[src/sv/eqlt_pkg.sv]
// ----------------------------------------------------------------------------
// Escaped quoted line tokenizer package
// Shared constants, types and the escape translation function.
// ----------------------------------------------------------------------------
`default_nettype none

package eqlt_pkg;

  // Default sizes.
  localparam int unsigned TokenDepthDef = 64;
  localparam int unsigned SetSizeDef    = 8;

  // Configuration port widths.
  localparam int unsigned CfgIdxW  = 3;
  localparam int unsigned CfgDataW = 64;

  // Configuration register indexes.
  typedef enum logic [CfgIdxW-1:0] {
    CFG_DELIM_SET  = 3'd0,
    CFG_DELIM_USED = 3'd1,
    CFG_NEIGH_SET  = 3'd2,
    CFG_NEIGH_USED = 3'd3,
    CFG_SPECIAL    = 3'd4,
    CFG_MODE       = 3'd5
  } cfg_idx_e;

  // Slots of the special byte register.
  localparam int unsigned SpEscape  = 0;
  localparam int unsigned SpQuote   = 1;
  localparam int unsigned SpOpen    = 2;
  localparam int unsigned SpClose   = 3;
  localparam int unsigned SpComment = 4;

  // Mode bit positions.
  localparam int unsigned MbKeepEmpty  = 0;
  localparam int unsigned MbDropEscape = 1;
  localparam int unsigned MbDropQuote  = 2;
  localparam int unsigned MbDropParen  = 3;

  localparam logic [7:0] ChNewline = 8'h0A;

  // Parse mode, one-hot.
  typedef enum logic [6:0] {
    PM_NORMAL  = 7'b0000001,
    PM_ESC     = 7'b0000010,
    PM_QUOTE   = 7'b0000100,
    PM_QESC    = 7'b0001000,
    PM_PAREN   = 7'b0010000,
    PM_PESC    = 7'b0100000,
    PM_COMMENT = 7'b1000000
  } parse_mode_e;

  // Commands from the controller to the datapath.
  typedef struct packed {
    logic accept;   // take the input item
    logic rd;       // issue a token store read at the emit index
    logic load;     // capture the read data into the result register
    logic advance;  // result transferred, step the emit index
    logic post;     // write the pending comment byte as a new token
  } eqlt_cmd_t;

  // Status from the datapath to the controller.
  typedef struct packed {
    logic fin;       // the offered item ends a token
    logic nonempty;  // the token being ended has bytes after trimming
    logic keep;      // empty tokens are emitted
    logic comment;   // the offered item opens a comment
    logic last;      // the held result is the last of its token
    logic pend;      // a comment byte waits to be stored
  } eqlt_status_t;

  // C escape translation.
  function automatic logic [7:0] esc_xlate(input logic [7:0] b);
    logic [7:0] r;
    r = b;
    case (b)
      8'h6E:   r = 8'h0A;  // n
      8'h74:   r = 8'h09;  // t
      8'h76:   r = 8'h0B;  // v
      8'h62:   r = 8'h08;  // b
      8'h72:   r = 8'h0D;  // r
      8'h66:   r = 8'h0C;  // f
      8'h61:   r = 8'h07;  // a
      default: r = b;
    endcase
    return r;
  endfunction

endpackage

`default_nettype wire

[src/sv/eqlt_ram.sv]
// ----------------------------------------------------------------------------
// Generic RAM
// One write port and one read port with registered read data.
// ----------------------------------------------------------------------------
`default_nettype none

module eqlt_ram #(
  parameter int unsigned Width = 8,
  parameter int unsigned Depth = 64,
  localparam int unsigned AW = (Depth > 1) ? $clog2(Depth) : 1
) (
  input  wire logic             clk_i,
  input  wire logic             we_i,
  input  wire logic [AW-1:0]    waddr_i,
  input  wire logic [Width-1:0] wdata_i,
  input  wire logic             re_i,
  input  wire logic [AW-1:0]    raddr_i,
  output logic      [Width-1:0] rdata_o
);

  logic [Width-1:0] mem_q [Depth];

  // Write and registered read.
  always_ff @(posedge clk_i) begin
    if (we_i) begin
      mem_q[waddr_i] <= wdata_i;
    end
    if (re_i) begin
      rdata_o <= mem_q[raddr_i];
    end
  end

endmodule

`default_nettype wire

[src/sv/eqlt_datapath.sv]
// ----------------------------------------------------------------------------
// Tokenizer datapath
// Configuration registers, parse state, token store and result register.
// ----------------------------------------------------------------------------
`default_nettype none

module eqlt_datapath import eqlt_pkg::*; #(
  parameter int unsigned TOKEN_DEPTH = TokenDepthDef,
  parameter int unsigned SET_SIZE    = SetSizeDef
) (
  input  wire logic                clk_i,
  input  wire logic                rst_ni,
  input  wire logic                cfg_we_i,
  input  wire logic [CfgIdxW-1:0]  cfg_idx_i,
  input  wire logic [CfgDataW-1:0] cfg_wdata_i,
  input  wire logic                req_type_i,
  input  wire logic [7:0]          in_byte_i,
  input  wire eqlt_cmd_t           cmd_i,
  output eqlt_status_t             status_o,
  output logic [7:0]               out_byte_o,
  output logic                     has_byte_o,
  output logic                     token_end_o,
  output logic                     token_quoted_o,
  output logic                     token_truncated_o
);

  localparam int unsigned AW = $clog2(TOKEN_DEPTH);
  localparam int unsigned LW = $clog2(TOKEN_DEPTH + 1);

  // Configuration registers.
  logic [63:0] delim_set_q, neigh_set_q;
  logic [3:0]  delim_used_q, neigh_used_q, mode_cfg_q;
  logic [39:0] special_q;

  always_ff @(posedge clk_i or negedge rst_ni) begin
    if (!rst_ni) begin
      delim_set_q  <= '0;
      delim_used_q <= '0;
      neigh_set_q  <= '0;
      neigh_used_q <= '0;
      special_q    <= '0;
      mode_cfg_q   <= '0;
    end else if (cfg_we_i) begin
      case (cfg_idx_i)
        CFG_DELIM_SET:  delim_set_q  <= cfg_wdata_i;
        CFG_DELIM_USED: delim_used_q <= cfg_wdata_i[3:0];
        CFG_NEIGH_SET:  neigh_set_q  <= cfg_wdata_i;
        CFG_NEIGH_USED: neigh_used_q <= cfg_wdata_i[3:0];
        CFG_SPECIAL:    special_q    <= cfg_wdata_i[39:0];
        CFG_MODE:       mode_cfg_q   <= cfg_wdata_i[3:0];
        default: ;
      endcase
    end
  end

  // Token state.
  parse_mode_e   mode_q, mode_d;
  logic [LW-1:0] len_q, trail_q;
  logic          quoted_q, ovf_q;
  logic [LW-1:0] emit_len_q;
  logic          emit_quoted_q, emit_ovf_q;
  logic [AW-1:0] idx_q;
  logic          pend_q;
  logic [7:0]    pend_byte_q;

  // Class of the offered byte.
  logic [4:0] sp;
  logic       is_delim, is_neigh;

  always_comb begin
    is_delim = 1'b0;
    is_neigh = 1'b0;
    for (int k = 0; k < SET_SIZE; k++) begin
      if (4'(k) < delim_used_q && delim_set_q[8*k +: 8] == in_byte_i) is_delim = 1'b1;
      if (4'(k) < neigh_used_q && neigh_set_q[8*k +: 8] == in_byte_i) is_neigh = 1'b1;
    end
    for (int s = 0; s < 5; s++) begin
      sp[s] = (special_q[8*s +: 8] != 8'h00) && (special_q[8*s +: 8] == in_byte_i);
    end
  end

  // Parse step for the offered item.
  logic       do_put, do_plain, do_neigh, set_quoted, fin, comment;
  logic [7:0] wbyte;

  always_comb begin
    do_put     = 1'b0;
    do_plain   = 1'b0;
    do_neigh   = 1'b0;
    set_quoted = 1'b0;
    fin        = 1'b0;
    comment    = 1'b0;
    wbyte      = in_byte_i;
    mode_d     = mode_q;
    if (req_type_i) begin
      fin    = 1'b1;
      mode_d = PM_NORMAL;
    end else begin
      case (mode_q)
        PM_ESC: begin
          do_put   = 1'b1;
          do_plain = 1'b1;
          wbyte    = mode_cfg_q[MbDropEscape] ? esc_xlate(in_byte_i) : in_byte_i;
          mode_d   = PM_NORMAL;
        end
        PM_QUOTE: begin
          if (sp[SpQuote]) begin
            mode_d   = PM_NORMAL;
            do_put   = !mode_cfg_q[MbDropQuote];
            do_plain = do_put;
          end else if (sp[SpEscape]) begin
            mode_d = PM_QESC;
          end else begin
            do_put   = 1'b1;
            do_plain = 1'b1;
          end
        end
        PM_QESC: begin
          do_put   = 1'b1;
          do_plain = 1'b1;
          wbyte    = esc_xlate(in_byte_i);
          mode_d   = PM_QUOTE;
        end
        PM_PAREN: begin
          if (sp[SpClose]) begin
            mode_d   = PM_NORMAL;
            do_put   = !mode_cfg_q[MbDropParen];
            do_plain = do_put;
          end else if (sp[SpEscape]) begin
            mode_d = PM_PESC;
          end else begin
            do_put   = 1'b1;
            do_plain = 1'b1;
          end
        end
        PM_PESC: begin
          do_put   = 1'b1;
          do_plain = 1'b1;
          wbyte    = esc_xlate(in_byte_i);
          mode_d   = PM_PAREN;
        end
        PM_COMMENT: begin
          if (in_byte_i == ChNewline) begin
            fin    = 1'b1;
            mode_d = PM_NORMAL;
          end else begin
            do_put   = 1'b1;
            do_plain = 1'b1;
          end
        end
        default: begin
          mode_d = PM_NORMAL;
          if (sp[SpEscape]) begin
            mode_d   = PM_ESC;
            do_put   = !mode_cfg_q[MbDropEscape];
            do_plain = do_put;
          end else if (sp[SpQuote]) begin
            mode_d     = PM_QUOTE;
            set_quoted = 1'b1;
            do_put     = !mode_cfg_q[MbDropQuote];
            do_plain   = do_put;
          end else if (sp[SpOpen]) begin
            mode_d     = PM_PAREN;
            set_quoted = 1'b1;
            do_put     = !mode_cfg_q[MbDropParen];
            do_plain   = do_put;
          end else if (sp[SpComment]) begin
            fin     = 1'b1;
            comment = 1'b1;
            mode_d  = PM_COMMENT;
          end else if (is_delim) begin
            fin = 1'b1;
          end else if (is_neigh) begin
            if (len_q != '0) begin
              do_put   = 1'b1;
              do_neigh = 1'b1;
            end
          end else begin
            do_put   = 1'b1;
            do_plain = 1'b1;
          end
        end
      endcase
    end
  end

  // Token store write.
  logic          room;
  logic          ram_we;
  logic [AW-1:0] ram_waddr;
  logic [7:0]    ram_wdata;
  logic [7:0]    ram_rdata;

  assign room      = len_q < LW'(TOKEN_DEPTH);
  assign ram_we    = (cmd_i.accept && !fin && do_put && room) || cmd_i.post;
  assign ram_waddr = cmd_i.post ? '0 : len_q[AW-1:0];
  assign ram_wdata = cmd_i.post ? pend_byte_q : wbyte;

  eqlt_ram #(
    .Width (8),
    .Depth (TOKEN_DEPTH)
  ) u_store (
    .clk_i   (clk_i),
    .we_i    (ram_we),
    .waddr_i (ram_waddr),
    .wdata_i (ram_wdata),
    .re_i    (cmd_i.rd),
    .raddr_i (idx_q),
    .rdata_o (ram_rdata)
  );

  // Parse state and emission bookkeeping.
  always_ff @(posedge clk_i or negedge rst_ni) begin
    if (!rst_ni) begin
      mode_q        <= PM_NORMAL;
      len_q         <= '0;
      trail_q       <= '0;
      quoted_q      <= 1'b0;
      ovf_q         <= 1'b0;
      emit_len_q    <= '0;
      emit_quoted_q <= 1'b0;
      emit_ovf_q    <= 1'b0;
      idx_q         <= '0;
      pend_q        <= 1'b0;
    end else begin
      if (cmd_i.accept) begin
        mode_q <= mode_d;
        idx_q  <= '0;
        if (fin) begin
          emit_len_q    <= len_q - trail_q;
          emit_quoted_q <= quoted_q;
          emit_ovf_q    <= ovf_q;
          len_q         <= '0;
          trail_q       <= '0;
          quoted_q      <= 1'b0;
          ovf_q         <= 1'b0;
          pend_q        <= comment;
        end else begin
          if (set_quoted) quoted_q <= 1'b1;
          if (do_put) begin
            if (room) len_q <= len_q + LW'(1);
            else      ovf_q <= 1'b1;
          end
          if (do_plain) begin
            trail_q <= '0;
          end else if (do_neigh && room) begin
            trail_q <= trail_q + LW'(1);
          end
        end
      end
      if (cmd_i.advance) begin
        idx_q <= idx_q + AW'(1);
      end
      if (cmd_i.post) begin
        len_q  <= LW'(1);
        pend_q <= 1'b0;
      end
    end
  end

  // Pending comment byte.
  always_ff @(posedge clk_i) begin
    if (cmd_i.accept) begin
      pend_byte_q <= in_byte_i;
    end
  end

  // Result register.
  logic empty_tok;
  assign empty_tok = (emit_len_q == '0);

  always_ff @(posedge clk_i) begin
    if (cmd_i.load) begin
      out_byte_o        <= empty_tok ? 8'h00 : ram_rdata;
      has_byte_o        <= !empty_tok;
      token_end_o       <= empty_tok || (LW'(idx_q) + LW'(1) == emit_len_q);
      token_quoted_o    <= emit_quoted_q;
      token_truncated_o <= emit_ovf_q;
    end
  end

  assign status_o.fin      = fin;
  assign status_o.nonempty = (len_q != trail_q);
  assign status_o.keep     = mode_cfg_q[MbKeepEmpty];
  assign status_o.comment  = comment;
  assign status_o.last     = token_end_o;
  assign status_o.pend     = pend_q;

endmodule

`default_nettype wire

[src/sv/eqlt_ctrl.sv]
// ----------------------------------------------------------------------------
// Tokenizer controller
// Sequences item acceptance, token store reads and result transfers.
// ----------------------------------------------------------------------------
`default_nettype none

module eqlt_ctrl import eqlt_pkg::*; (
  input  wire logic         clk_i,
  input  wire logic         rst_ni,
  input  wire logic         in_valid_i,
  output logic              in_ready_o,
  output logic              out_valid_o,
  input  wire logic         out_ready_i,
  input  wire eqlt_status_t status_i,
  output eqlt_cmd_t         cmd_o
);

  typedef enum logic [4:0] {
    ST_IDLE = 5'b00001,
    ST_RD   = 5'b00010,
    ST_LOAD = 5'b00100,
    ST_SEND = 5'b01000,
    ST_POST = 5'b10000
  } ctrl_state_e;

  ctrl_state_e state_q, state_d;

  // Next state and commands.
  always_comb begin
    state_d = state_q;
    cmd_o   = '0;
    case (state_q)
      ST_IDLE: begin
        if (in_valid_i) begin
          cmd_o.accept = 1'b1;
          if (status_i.fin) begin
            if (status_i.nonempty)     state_d = ST_RD;
            else if (status_i.keep)    state_d = ST_LOAD;
            else if (status_i.comment) state_d = ST_POST;
          end
        end
      end
      ST_RD: begin
        cmd_o.rd = 1'b1;
        state_d  = ST_LOAD;
      end
      ST_LOAD: begin
        cmd_o.load = 1'b1;
        state_d    = ST_SEND;
      end
      ST_SEND: begin
        if (out_ready_i) begin
          cmd_o.advance = 1'b1;
          if (!status_i.last)    state_d = ST_RD;
          else if (status_i.pend) state_d = ST_POST;
          else                    state_d = ST_IDLE;
        end
      end
      ST_POST: begin
        cmd_o.post = 1'b1;
        state_d    = ST_IDLE;
      end
      default: state_d = ST_IDLE;
    endcase
  end

  always_ff @(posedge clk_i or negedge rst_ni) begin
    if (!rst_ni) begin
      state_q <= ST_IDLE;
    end else begin
      state_q <= state_d;
    end
  end

  assign in_ready_o  = (state_q == ST_IDLE);
  assign out_valid_o = (state_q == ST_SEND);

endmodule

`default_nettype wire

[src/sv/escaped_quoted_line_tokenizer.sv]
// ----------------------------------------------------------------------------
// Escaped quoted line tokenizer
// Splits a byte stream into tokens with quotes, brackets, escapes and
// comments, and emits finished tokens byte by byte, empty ones only if kept.
//
// Channel  Direction  Handshake                  Payload
// in       input      in_valid_i / in_ready_o    req_type_i, in_byte_i
// out      output     out_valid_o / out_ready_i  out_byte_o .. run_last_o
// cfg      input      cfg_we_i                   cfg_idx_i, cfg_wdata_i
//
// A byte that ends no token leaves the block ready for the next item.
// Each token byte is read from the token store in the steps read, load
// and transfer, which waits for out_ready_i; a kept empty token skips the read.
// A comment byte that opens a new token is stored once the token before it is emitted.
// Reset clears the parse state; the token store needs no clearing.
// ----------------------------------------------------------------------------
`default_nettype none

module escaped_quoted_line_tokenizer import eqlt_pkg::*; #(
  parameter int unsigned TOKEN_DEPTH = TokenDepthDef,
  parameter int unsigned SET_SIZE    = SetSizeDef
) (
  input  wire logic                clk_i,
  input  wire logic                rst_ni,
  input  wire logic                cfg_we_i,
  input  wire logic [CfgIdxW-1:0]  cfg_idx_i,
  input  wire logic [CfgDataW-1:0] cfg_wdata_i,
  input  wire logic                in_valid_i,
  output logic                     in_ready_o,
  input  wire logic                req_type_i,
  input  wire logic [7:0]          in_byte_i,
  output logic                     out_valid_o,
  input  wire logic                out_ready_i,
  output logic [7:0]               out_byte_o,
  output logic                     has_byte_o,
  output logic                     token_end_o,
  output logic                     token_quoted_o,
  output logic                     token_truncated_o,
  output logic                     run_last_o
);

  eqlt_cmd_t    cmd;
  eqlt_status_t status;

  eqlt_ctrl u_ctrl (
    .clk_i       (clk_i),
    .rst_ni      (rst_ni),
    .in_valid_i  (in_valid_i),
    .in_ready_o  (in_ready_o),
    .out_valid_o (out_valid_o),
    .out_ready_i (out_ready_i),
    .status_i    (status),
    .cmd_o       (cmd)
  );

  eqlt_datapath #(
    .TOKEN_DEPTH (TOKEN_DEPTH),
    .SET_SIZE    (SET_SIZE)
  ) u_dp (
    .clk_i             (clk_i),
    .rst_ni            (rst_ni),
    .cfg_we_i          (cfg_we_i),
    .cfg_idx_i         (cfg_idx_i),
    .cfg_wdata_i       (cfg_wdata_i),
    .req_type_i        (req_type_i),
    .in_byte_i         (in_byte_i),
    .cmd_i             (cmd),
    .status_o          (status),
    .out_byte_o        (out_byte_o),
    .has_byte_o        (has_byte_o),
    .token_end_o       (token_end_o),
    .token_quoted_o    (token_quoted_o),
    .token_truncated_o (token_truncated_o)
  );

  // At most one token ends per item, so its last byte closes the run.
  assign run_last_o = token_end_o;

`ifndef NO_ASSERTIONS
  // Items are not taken while a result is held.
  assert property (@(posedge clk_i) disable iff (!rst_ni)
    !(in_ready_o && out_valid_o))
    else $error("input taken while a result is pending");

  // A byteless result is always a whole token.
  assert property (@(posedge clk_i) disable iff (!rst_ni)
    (out_valid_o && !has_byte_o) |-> token_end_o)
    else $error("byteless result not at token end");

  // After the last transfer of a token no result follows at once.
  assert property (@(posedge clk_i) disable iff (!rst_ni)
    (out_valid_o && out_ready_i && token_end_o) |=> !out_valid_o)
    else $error("result follows the end of a token");
`endif

endmodule

`default_nettype wire
[config.mk]
export PLATFORM = sky130hd
export DESIGN_NAME = escaped_quoted_line_tokenizer
export DESIGN_NICKNAME = d
export VERILOG_FILES = /design/src/sv/eqlt_pkg.sv /design/src/sv/eqlt_ram.sv /design/src/sv/eqlt_datapath.sv /design/src/sv/eqlt_ctrl.sv /design/src/sv/escaped_quoted_line_tokenizer.sv
export SDC_FILE = /design/constraint.sdc
export NUM_CORES = 1
export LEC_CHECK = 0
export BUFFER_PORTS_ARGS = -buffer_cell sky130_fd_sc_hd__buf_2
export CAP_MARGIN = 10
export CORE_ASPECT_RATIO = 0.6
export CORE_MARGIN = 3
export CORE_UTILIZATION = 67
export CTS_CLUSTER_SIZE = 10
export DETAILED_ROUTE_END_ITERATION = 8
export GPL_ROUTABILITY_DRIVEN = 0
export PLACE_DENSITY = 0.92
export SLEW_MARGIN = 25
export SYNTH_ARGS = -nofsm -noshare
export SYNTH_HDL_FRONTEND = slang
export SYNTH_SLANG_ARGS = --single-unit
[constraint.sdc]
create_clock -name clk_i -period 10.5 [get_ports clk_i]
set_clock_uncertainty 0.05 [all_clocks]
set_input_delay 1.575 -clock clk_i [delete_from_list [all_inputs] [get_ports clk_i]]
set_output_delay 1.575 -clock clk_i [all_outputs]
set_load 0.03 [all_outputs]
== Word level (Yosys, flattened, before mapping) ==
Memories as Yosys holds them, arrays and structs flattened. A register that Yosys moved wholly into a read port is not among the register bits.
Index checks and enable logic that the tools add are counted.

* Register bits after elaboration: 244
* Memory bits (writable): 512
* Memories kept: 1
* Output and inout port bits: 15

* Eq/ne operators: 55
* $add $sub $neg: 5
* Reduce and logical (&&, ||, !) cells: 66
* Muxes and demuxes: 117
* Order comparisons: 17

{| class="wikitable"
|+ Memories
! name !! depth !! bits a word !! rd ports !! clocked after memory_dff !! wr ports !! line !! source
|-
| u_dp.u_store.mem_q || 64 || 8 || 1 || 1 || 1 || eqlt_ram.sv:21 || <nowiki>logic [Width-1:0] mem_q [Depth];</nowiki>
|}

{| class="wikitable"
|+ Operator list
! operator !! count
|-
| 8-bit equality test || 21
|-
| 7-bit 2-to-1 mux || 18
|-
| 1-bit 2-to-1 mux || 78
|-
| 8-bit by 7-bit equality test with 1-bit output, second input constant || 7
|-
| 8-bit one-hot mux with 7 select lines || 1
|-
| 7-bit one-hot mux with 6 select lines || 1
|-
| 5-bit 2-to-1 mux || 8
|-
| 8-bit nonzero test || 5
|-
| 3-bit by 4-bit < comparator with 1-bit output, first input constant || 8
|-
| 1-bit logical AND || 25
|-
| 8-bit 2-to-1 mux || 3
|-
| 5-bit one-hot mux with 4 select lines || 1
|-
| 2-bit AND reduction || 10
|-
| 6-bit 2-to-1 mux || 3
|-
| 1-bit by 4-bit < comparator with 1-bit output, first input constant || 4
|-
| 2-bit by 4-bit < comparator with 1-bit output, first input constant || 4
|-
| 8-bit one-hot mux with 2 select lines || 1
|-
| 7-bit by 1-bit adder with 7-bit output, second input constant || 2
|-
| 2-bit nonzero test || 5
|-
| 3-bit nonzero test || 3
|-
| 8-bit by 4-bit equality test with 1-bit output, second input constant || 1
|-
| 4-bit by 2-bit inequality test with 1-bit output, second input constant || 2
|-
| 1-bit one-hot mux with 4 select lines || 2
|-
| 4-bit AND reduction || 2
|-
| 35 further kinds || 45
|}

== Logic depth before layout (Yosys ltp) ==
Gate-level depths: netlist of the first run.

* Word-level depth: 24
* Mapped depth: 13

== By module ==
From an unflattened synthesis of the first run, not the netlist that was laid out.

* Cell total of the unflattened synthesis: 2073
* Area, all modules: 33199.3 um^2

{| class="wikitable"
|+ Modules (own cells, without submodules)
! module !! cells each !! area an instance (um^2) !! times used
|-
| eqlt_ram || 972 || 20270.7 || 1
|-
| eqlt_datapath || 1060 || 12569.6 || 1
|-
| eqlt_ctrl || 40 || 351.6 || 1
|-
| escaped_quoted_line_tokenizer || 1 || 7.5 || 1
|}

== Worst setup path before layout of the first run ==
No wires, ideal clock.

* Path type: input-to-reg
* From: input in_byte_i[2]
* To: memory u_dp.u_store.mem_q[0][1] (data pin)
* Cell stages on the path: 8
* Library setup time: 719 ps
* Setup slack: 3939 ps
* Arrival: 5792 ps
* Cells stage by stage: buf_4 -> buf_6 -> buf_2 -> o41ai_1 -> o21ai_0 -> nor4_1 -> a21oi_1 -> o31ai_1

* Longest elaborated chain between the ends: 6
* Elaborated cells on any way between the ends: 12

{| class="wikitable"
|+ Ends and longest elaborated chain
! element !! line !! source
|-
| from (decl) || escaped_quoted_line_tokenizer.sv:31 || <nowiki>input wire logic [7:0] in_byte_i,</nowiki>
|-
| 8-bit by 7-bit equality test with 1-bit output || eqlt_pkg.sv:76 || <nowiki>case (b)</nowiki>
|-
| 8-bit one-hot mux with 7 select lines * || eqlt_pkg.sv:76 ||
|-
| 8-bit 2-to-1 mux || eqlt_datapath.sv:103 || <nowiki>wbyte = mode_cfg_q[MbDropEscape] ? esc_xlate(in_byte_i) : in_byte_i;</nowiki>
|-
| 8-bit one-hot mux with 2 select lines * || eqlt_datapath.sv:99 || <nowiki>case (mode_q)</nowiki>
|-
| 8-bit 2-to-1 mux * || eqlt_datapath.sv:95 || <nowiki>if (req_type_i) begin</nowiki>
|-
| 8-bit 2-to-1 mux * || eqlt_datapath.sv:197 || <nowiki>assign ram_wdata = cmd_i.post ? pend_byte_q : wbyte;</nowiki>
|-
| named net u_dp.ram_wdata[1] || eqlt_datapath.sv:191 || <nowiki>logic [7:0] ram_wdata;</nowiki>
|-
| to (decl) || eqlt_ram.sv:21 ||
|}

Mark *: on every way through the listed nets, which the timed path passes. The rest lies on a longest branch.

== Worst setup path after layout of the first run ==
* From: input in_byte_i[4]
* To: memory u_dp.u_store.mem_q[48][7], enable pin

* Longest elaborated chain between the ends: 24
* Elaborated cells on any way between the ends: 86

{| class="wikitable"
|+ Ends and longest elaborated chain
! element !! line !! source
|-
| 8-bit equality test || eqlt_datapath.sv:74 || <nowiki>if (4'(k) < delim_used_q && delim_set_q[8*k +: 8] == in_byte_i) is_delim = 1'b1;</nowiki>
|-
| 1-bit logical AND || eqlt_datapath.sv:74 ||
|-
| 1-bit 2-to-1 mux (8 in a row) || eqlt_datapath.sv:74 ||
|-
| 1-bit 2-to-1 mux || eqlt_datapath.sv:171 || <nowiki>end else if (is_delim) begin</nowiki>
|-
| 1-bit 2-to-1 mux || eqlt_datapath.sv:167 || <nowiki>end else if (sp[SpComment]) begin</nowiki>
|-
| 1-bit 2-to-1 mux || eqlt_datapath.sv:162 || <nowiki>end else if (sp[SpOpen]) begin</nowiki>
|-
| 1-bit 2-to-1 mux || eqlt_datapath.sv:157 || <nowiki>end else if (sp[SpQuote]) begin</nowiki>
|-
| 1-bit 2-to-1 mux || eqlt_datapath.sv:153 || <nowiki>if (sp[SpEscape]) begin</nowiki>
|-
| 1-bit one-hot mux with 2 select lines || eqlt_datapath.sv:99 ||
|-
| 1-bit 2-to-1 mux || eqlt_datapath.sv:95 ||
|-
| 1-bit logical NOT || eqlt_datapath.sv:195 || <nowiki>assign ram_we = (cmd_i.accept && !fin && do_put && room) || cmd_i.post;</nowiki>
|-
| 1-bit logical AND || eqlt_datapath.sv:195 ||
|-
| 1-bit logical AND * (2 in a row) || eqlt_datapath.sv:195 ||
|-
| 1-bit logical OR * || eqlt_datapath.sv:195 ||
|-
| 1-bit 2-to-1 mux * || eqlt_ram.sv:25 || <nowiki>if (we_i) begin</nowiki>
|-
| 1-bit 2-to-1 mux (not written as such) * || eqlt_ram.sv:26 || <nowiki>mem_q[waddr_i] <= wdata_i;</nowiki>
|}

Mark *: on every way between the ends. The rest lies on a longest branch, timed or not.

==> results of run 1 <==
[layout by cell type (no fill, tap or decap), types with 11 or more instances in the layout]
master | netlist | final
and3_1 | 11 | 11
clkbuf_1 | 51 | 30
nor4_1 | 23 | 22
nor2_1 | 95 | 93
a21oi_1 | 22 | 21
xnor2_1 | 146 | 146
mux2_2 | 182 | 182
nand2_1 | 45 | 44
xor2_1 | 48 | 48
buf_4 | 7 | 13
nand3_1 | 26 | 26
nor3_1 | 20 | 17
nand4_1 | 46 | 46
edfxtp_1 | 540 | 540
dfrtp_1 | 222 | 219
o21ai_0 | 31 | 30
clkbuf_16 | 0 | 86
buf_2 | 11 | 94
mux4_2 | 168 | 168
inv_1 | 18 | 18
[power groups by stage]
stage / clock network (mW) / registers (mW) / logic, mW
2_1_floorplan: 0 / 3.68 / 0.697
3_5_place_dp: 0 / 3.75 / 0.980
3_3_place_gp: 0 / 3.73 / 0.920
4_1_cts: 2.73 / 3.70 / 1.02
5_1_grt: 2.85 / 3.73 / 1.10
6_report: 2.72 / 3.71 / 1.05
[layout make-up]
| type | instances | area (um2) | share of cell area, % |
|---|---|---|---|
| flip-flops and latches | 764 | 21830 | 60.47 |
| multi-input cells | 1002 | 10330 | 28.62 |
| clock buffers | 116 | 2265 | 6.273 |
| well taps | 630 | 788.3 | 2.183 |
| repair buffers | 112 | 628.1 | 1.740 |
| clock inverters | 8 | 175.2 | 0.4852 |
| inverters | 21 | 78.83 | 0.2183 |
| diodes | 1 | 2.502 | 0.006931 |
[path summary, 6_finish.rpt]
path / from / end / slack [ns] / cells past startpoint
hold / removal: u_dp.emit_quoted_q / u_dp.token_quoted_o / 0.42 / 0
hold reg to reg: u_dp.emit_quoted_q / u_dp.token_quoted_o / 0.42 / 0
min in group asynchronous: rst_ni / u_dp.neigh_set_q[47] / 0.83 / 1
setup reg to reg: u_dp.mode_q[5] / u_dp.u_store.mem_q[48][7] / 5.61 / 9
setup / recovery: in_byte_i[4] / u_dp.u_store.mem_q[48][7] / 4.52 / 10
max in group asynchronous: rst_ni / u_dp.idx_q[1] / 8.35 / 2
[flip-flops by register name, summed over array words and instances (netlist names), 6 cells and up]
register / count
u_dp.u_store.mem_q: 512
u_dp.delim_set_q: 64
u_dp.neigh_set_q: 64
u_dp.special_q: 40
u_dp.out_byte_o: 8
u_dp.pend_byte_q: 8
u_dp.u_store.rdata_o: 8
u_dp.emit_len_q: 7
u_dp.len_q: 7
u_dp.mode_q: 7
u_dp.trail_q: 7
u_dp.idx_q: 6
[metrics by stage]
stage                     hold slack, ns  total power, mW
after CTS                         0.4098            7.446
after floorplan                   0.3694            4.375
after detailed placement          0.3994            4.728
after global placement            0.3918            4.653
after global routing              0.4288            7.686
final                             0.4154            7.486
[worst max-delay path, stage by stage]
cell,delay (ns)
buf_2,0.40
nor4_4,0.78
a211o_1,0.24
nor4_2,0.11
a221oi_1,0.46
a21oi_1,0.20
nor2_1,0.24
and4_1,0.78
nand3_1,0.47
a21oi_1,0.89
[layer usage]
| metal | share of wire [%] | vias up |
|---|---|---|
| met5 | 0.065 | - |
| met4 | 5.1 | 4 |
| met3 | 14 | 436 |
| met2 | 45 | 1827 |
| met1 | 36 | 9725 |
| li1 | - | 7529 |
[cells by family (layout without fill, tap and decap cells)]
kind of cell	count (synthesis)	after routing	share of synthesized area [%]
DFF	764	764	66.82
muxes	352	352	17.92
and+or+nand+nor	328	328	5.375
xor gates and xnor gates	194	194	5.202
buffers and inverters	123	257	1.854
AOI/OAI and AO/OA	117	117	2.387
adders and majority gates	11	11	0.4444
other	0	1	0
==> impl_metrics.csv, run 1 <==
group,metric,value,unit
job,cap_violations,0,
global_route,grt_usage,35.48,%
die,fp.dieArea,51520,um2
drt,drcViolationCount,0,
power,switching_power,2.029,mW
power,peakVddDrop,0.1325,mV
place,port_buffers,95,
cells_and_area,fin_nets,2079,
place,dp_hpwl,52.04,mm
place,place_area,33640,um2
die,fp.coreArea,47240,um2
drt,wl,89.27,mm
clock_network,htreeDepth,3,
logic_synthesis,ys_seq_area_share,66.82,%
global_route,grt_pass1_wl,133.2,mm
drt,via_per_inst,7.355,
logic_synthesis,synth_cells,1889,
cells_and_area,fin_util,76.42,%
timing,rsz0062_at_grt,"false",
timing,fin_tns_setup,0,ns
logic_synthesis,syn_area_per_cell,17.29,um2
power,sequentialPowerShare,49.6,%
logic_synthesis,synth-edff-count,540,
setup_path,end_kind,"flop",
place,placedCellCount,2529,
power,power.share.clock,36.4,%
drt,drtIter0Drc,3268,
cells_and_area,fin_cells,2654,
setup_path,worst_ep_required_time,10.70,ns
logic_synthesis,synthTopCellsByArea,"edfxtp_1 50%, dfrtp_1 17%, mux4_2 12%",
global_route,first_global_vias,19830,
logic_synthesis,yosysTopAreaCell,"edfxtp_1",
die,start_util,69.13,%
logic_synthesis,synth_top_area_share,49.65,%
clock_network,path_clk_slew,0.06,ns
logic_synthesis,ys_ff_latch,764,
die,fp.dieH,177.0,um
timing,fmax,167.3,MHz
timing,setup_viol,0,
timing,drv_slew,0,
logic_synthesis,synth.cell_area,32660,um2
timing,final_hold_viol_count,0,
global_route,use_met2,52.21,%
cells_and_area,final_layout_size_suffix_gt1_share,28.97,%
clock_network,postCtsSetupBuffers,0,
global_route,overflow,0,
drt,wl_per_cell,33.64,um
run_status,outcome,"finished, final reports clean",
clock_network,cts-root-buf,"clkbuf_16",
clock_network,cts_resized,0,
global_route,met3_usage,12.28,%
clock_network,cts_sinks,764,
logic_synthesis,yosys_warnings,0,
global_route,antenna_found_initial,4,
logic_synthesis,synth_ff_type,"edfxtp_1",
logic_synthesis,ys_async_sr_fraction,29.32,%
die,die_w,291.0,um
timing,max_slew_margin,27.93,%
clock_network,clk_path_buf_depth,3,
power,power_density,207.3,nW/um2
power,internal_power,5.457,mW
cells_and_area,areaGrowthSynthToFinish,10.54,%
timing,max_slew.worst_pin.slew,1.081,ns
clock_network,clk_latency,0.63,ns
logic_synthesis,ys_types,74,
global_route,use_met1,49.56,%
drt,firstDrtPassIters,9,
logic_synthesis,syn_nets,1981,
drt,vias,19520,
setup_path,start_kind,"input pin",
logic_synthesis,yosysMostFrequentCell,"edfxtp_1",
setup_path,arrival,6.18,ns
clock_network,cts_tree,"done",
cells_and_area,filler_cell_count,2343,
power,pwr-share-comb,14.0,%
drt,detail-route-antenna-nets,0,
setup_path,crit_type,"in2reg",
timing,period_needed,5.979,ns
clock_network,cts_made_buffers,86,
clock_network,cts_hold_buf,0,
die,rows,61,
cells_and_area,final_area,36100,um2
setup_path,critPathMaxFanout,28,
power,p_sw_share,27.10,%
global_route,top_usage_layer,"met2",
min_path,min_path_type,"reg2reg",
timing,setup_ws,4.522,ns
logic_synthesis,synthTopCellsByCount,"540 x edfxtp_1, 222 x dfrtp_1, 182 x mux2_2",
global_route,grt_max_degree,84,
power,p_leak,12.23,nW
timing,min_period_over_period,56.94,%
place,dp_slack,4.112,ns
die,ios,96,
Power figures use the tool's default switching activity.
==> run 2, diff against run 1 <==
Settings changed: CORE_UTILIZATION 67 to 56, PLACE_DENSITY 0.92 to 0.83.
Clock period 10.5 ns to 5 ns, I/O delays scaled along.
==> run 2 against run 1 <==
  * First-iteration DRC count down 19%
  * Global-route usage shrank 8.0 points
  * Routed wire length shrank 7.0%
  * Critical path depth up 2
  * Count of clock-buffer cells in the layout is 15 higher
  * Cell area increased by 2.5%
  * Hold slack worse by 0.37 ns
==> impl_metrics.csv, run 2 (synthesis gave the netlist of run 1 again) <==
group,metric,value,unit
run_status,outcome,"finished, final reports clean",
timing,drv_slew,0,
die,rows,67,
global_route,first_global_vias,18950,
place,port_buffers,95,
cells_and_area,final_layout_size_suffix_gt1_share,31.57,%
setup_path,arrival,4.59,ns
drt,vias,18860,
cells_and_area,reg_top3,"u_dp.u_store.mem_q (512), u_dp.delim_set_q (64), u_dp.neigh_set_q (64)",
setup_path,end_kind,"flop",
timing,hold_ws,0.04616,ns
die,fp.dieH,193.1,um
drt,wl,83.02,mm
die,ios,96,
power,pwr-share-comb,13.9,%
die,fp.coreArea,56750,um2
clock_network,clk_latency,0.63,ns
global_route,grt_max_degree,100,
cells_and_area,layout_common_cells,"540 x edfxtp_1, 218 x dfrtp_1, 182 x mux2_2",
timing,max_slew.worst_pin.slew,1.149,ns
cells_and_area,largest_reg_flops,512,
global_route,overflow,0,
place,dp_hpwl,51.80,mm
clock_network,cts-root-buf,"clkbuf_16",
clock_network,cts_sinks,764,
clock_network,htreeDepth,3,
cells_and_area,largest_register,"u_dp.u_store.mem_q",
global_route,grt_pass1_wl,125.3,mm
die,die_w,317.8,um
timing,period_needed,4.265,ns
clock_network,clk_path_buf_depth,3,
die,fp.dieArea,61350,um2
power,power.share.clock,36.5,%
drt,wl_per_cell,28.83,um
power,power_density,422.5,nW/um2
setup_path,crit_type,"in2reg",
timing,max_slew_margin,23.16,%
clock_network,postCtsSetupBuffers,0,
global_route,antenna_found_initial,7,
cells_and_area,fin_nets,2165,
clock_network,path_clk_slew,0.05,ns
timing,setup_ws,0.7353,ns
drt,via_per_inst,6.547,
place,dp_slack,0.1196,ns
setup_path,worst_ep_required_time,5.33,ns
power,sequentialPowerShare,49.6,%
timing,fin_tns_setup,0,ns
drt,drcViolationCount,0,
clock_network,cts_hold_buf,0,
min_path,min_path_type,"in2async",
power,peakVddDrop,0.2755,mV
timing,setup_viol,0,
power,internal_power,11.58,mW
setup_path,critPathMaxFanout,23,
clock_network,cts_made_buffers,86,
global_route,grt_usage,27.48,%
drt,detail-route-antenna-nets,0,
die,start_util,57.55,%
clock_network,cts_resized,0,
setup_path,start_kind,"input pin",
cells_and_area,final_common_cell,"edfxtp_1",
job,cap_violations,0,
timing,fmax,234.5,MHz
timing,rsz0062_at_grt,"false",
drt,drtIter0Drc,2661,
clock_network,cts_tree,"done",
power,switching_power,4.053,mW
timing,min_period_over_period,85.29,%
power,p_sw_share,25.93,%
power,p_leak,12.71,nW
cells_and_area,areaGrowthSynthToFinish,13.25,%
timing,final_hold_viol_count,0,
drt,firstDrtPassIters,6,
-- run 2: cell count changes in the layout (fill, tap and decap cells not counted), sizes merged --
cell / change
clkinv: -3
buf: +86
clkbuf: +15
inv: -2
diode: +1
-- run 2: final cells by class --
| type | instances | area (um2) |
|---|---|---|
| Multi-Input combinational cell | 1002 | 10310 |
| Clock inverter | 3 | 70.07 |
| Clock buffer | 131 | 2385 |
| Sequential cell | 764 | 21830 |
| Timing Repair Buffer | 198 | 1359 |
| Antenna cell | 2 | 5.005 |
| Fill cell | 3692 | 19760 |
| Tap cell | 759 | 949.7 |
| Inverter | 21 | 78.83 |
-- run 2: power by group through the flow --
stage	Sequential [mW]	Combinational, mW	Clock (mW)
2_1_floorplan	7.72	1.46	0
3_5_place_dp	7.85	2.11	0
4_1_cts	7.74	2.13	5.77
6_report	7.76	2.17	5.71
5_1_grt	7.79	2.32	6.04
3_3_place_gp	7.82	2.03	0
-- run 2: worst max-delay path, stage by stage --
cell and delay, ns:
buf_2 0.39, buf_4 0.31, nor4_4 0.52, nand2_1 0.18, and3_1 0.28, nor4_1 0.72, nand3_1 0.24, and4_1 0.30
buf_4 0.22, nand3_1 0.30, o21ai_0 0.13, buf_4 0.23
-- run 2: through the flow --
stage	cell area [um2]	instances	util (%)	total power, mW
floorplan	32670	1889	-	9.187
global placement	34520	2744	60.83	9.855
detailed placement	34520	2744	60.83	9.961
CTS	36980	2878	65.15	15.64
global route	36990	2879	65.17	16.16
finish	36990	2880	65.18	15.63
-- run 2: per-layer routing --
layer,track usage (%),vias to the layer above,wire (um),part of all wire (%)
met3,8.492,164,9973,12
met1,40.67,9777,34060,41
met2,40.65,1185,37260,45
li1,-,7726,-,-
met4,6.159,4,1689,2.0
met5,0,-,34,0.041
-- run 2: path summary, 6_finish.rpt --
path	from	endpoint	slack (ns)	cells past startpoint
worst max-delay path	in_byte_i[4]	u_dp.u_store.mem_q[0][0]	0.74	12
worst min-delay path	rst_ni	u_dp.delim_set_q[52]	0.05	1
worst max register to register	u_dp.mode_q[5]	u_dp.u_store.mem_q[35][5]	1.02	12
worst min register to register	u_dp.emit_quoted_q	u_dp.token_quoted_o	0.42	0
max in group asynchronous	rst_ni	u_dp.idx_q[0]	3.72	2
min in group clk_i	cfg_wdata_i[54]	u_dp.neigh_set_q[54]	0.32	2
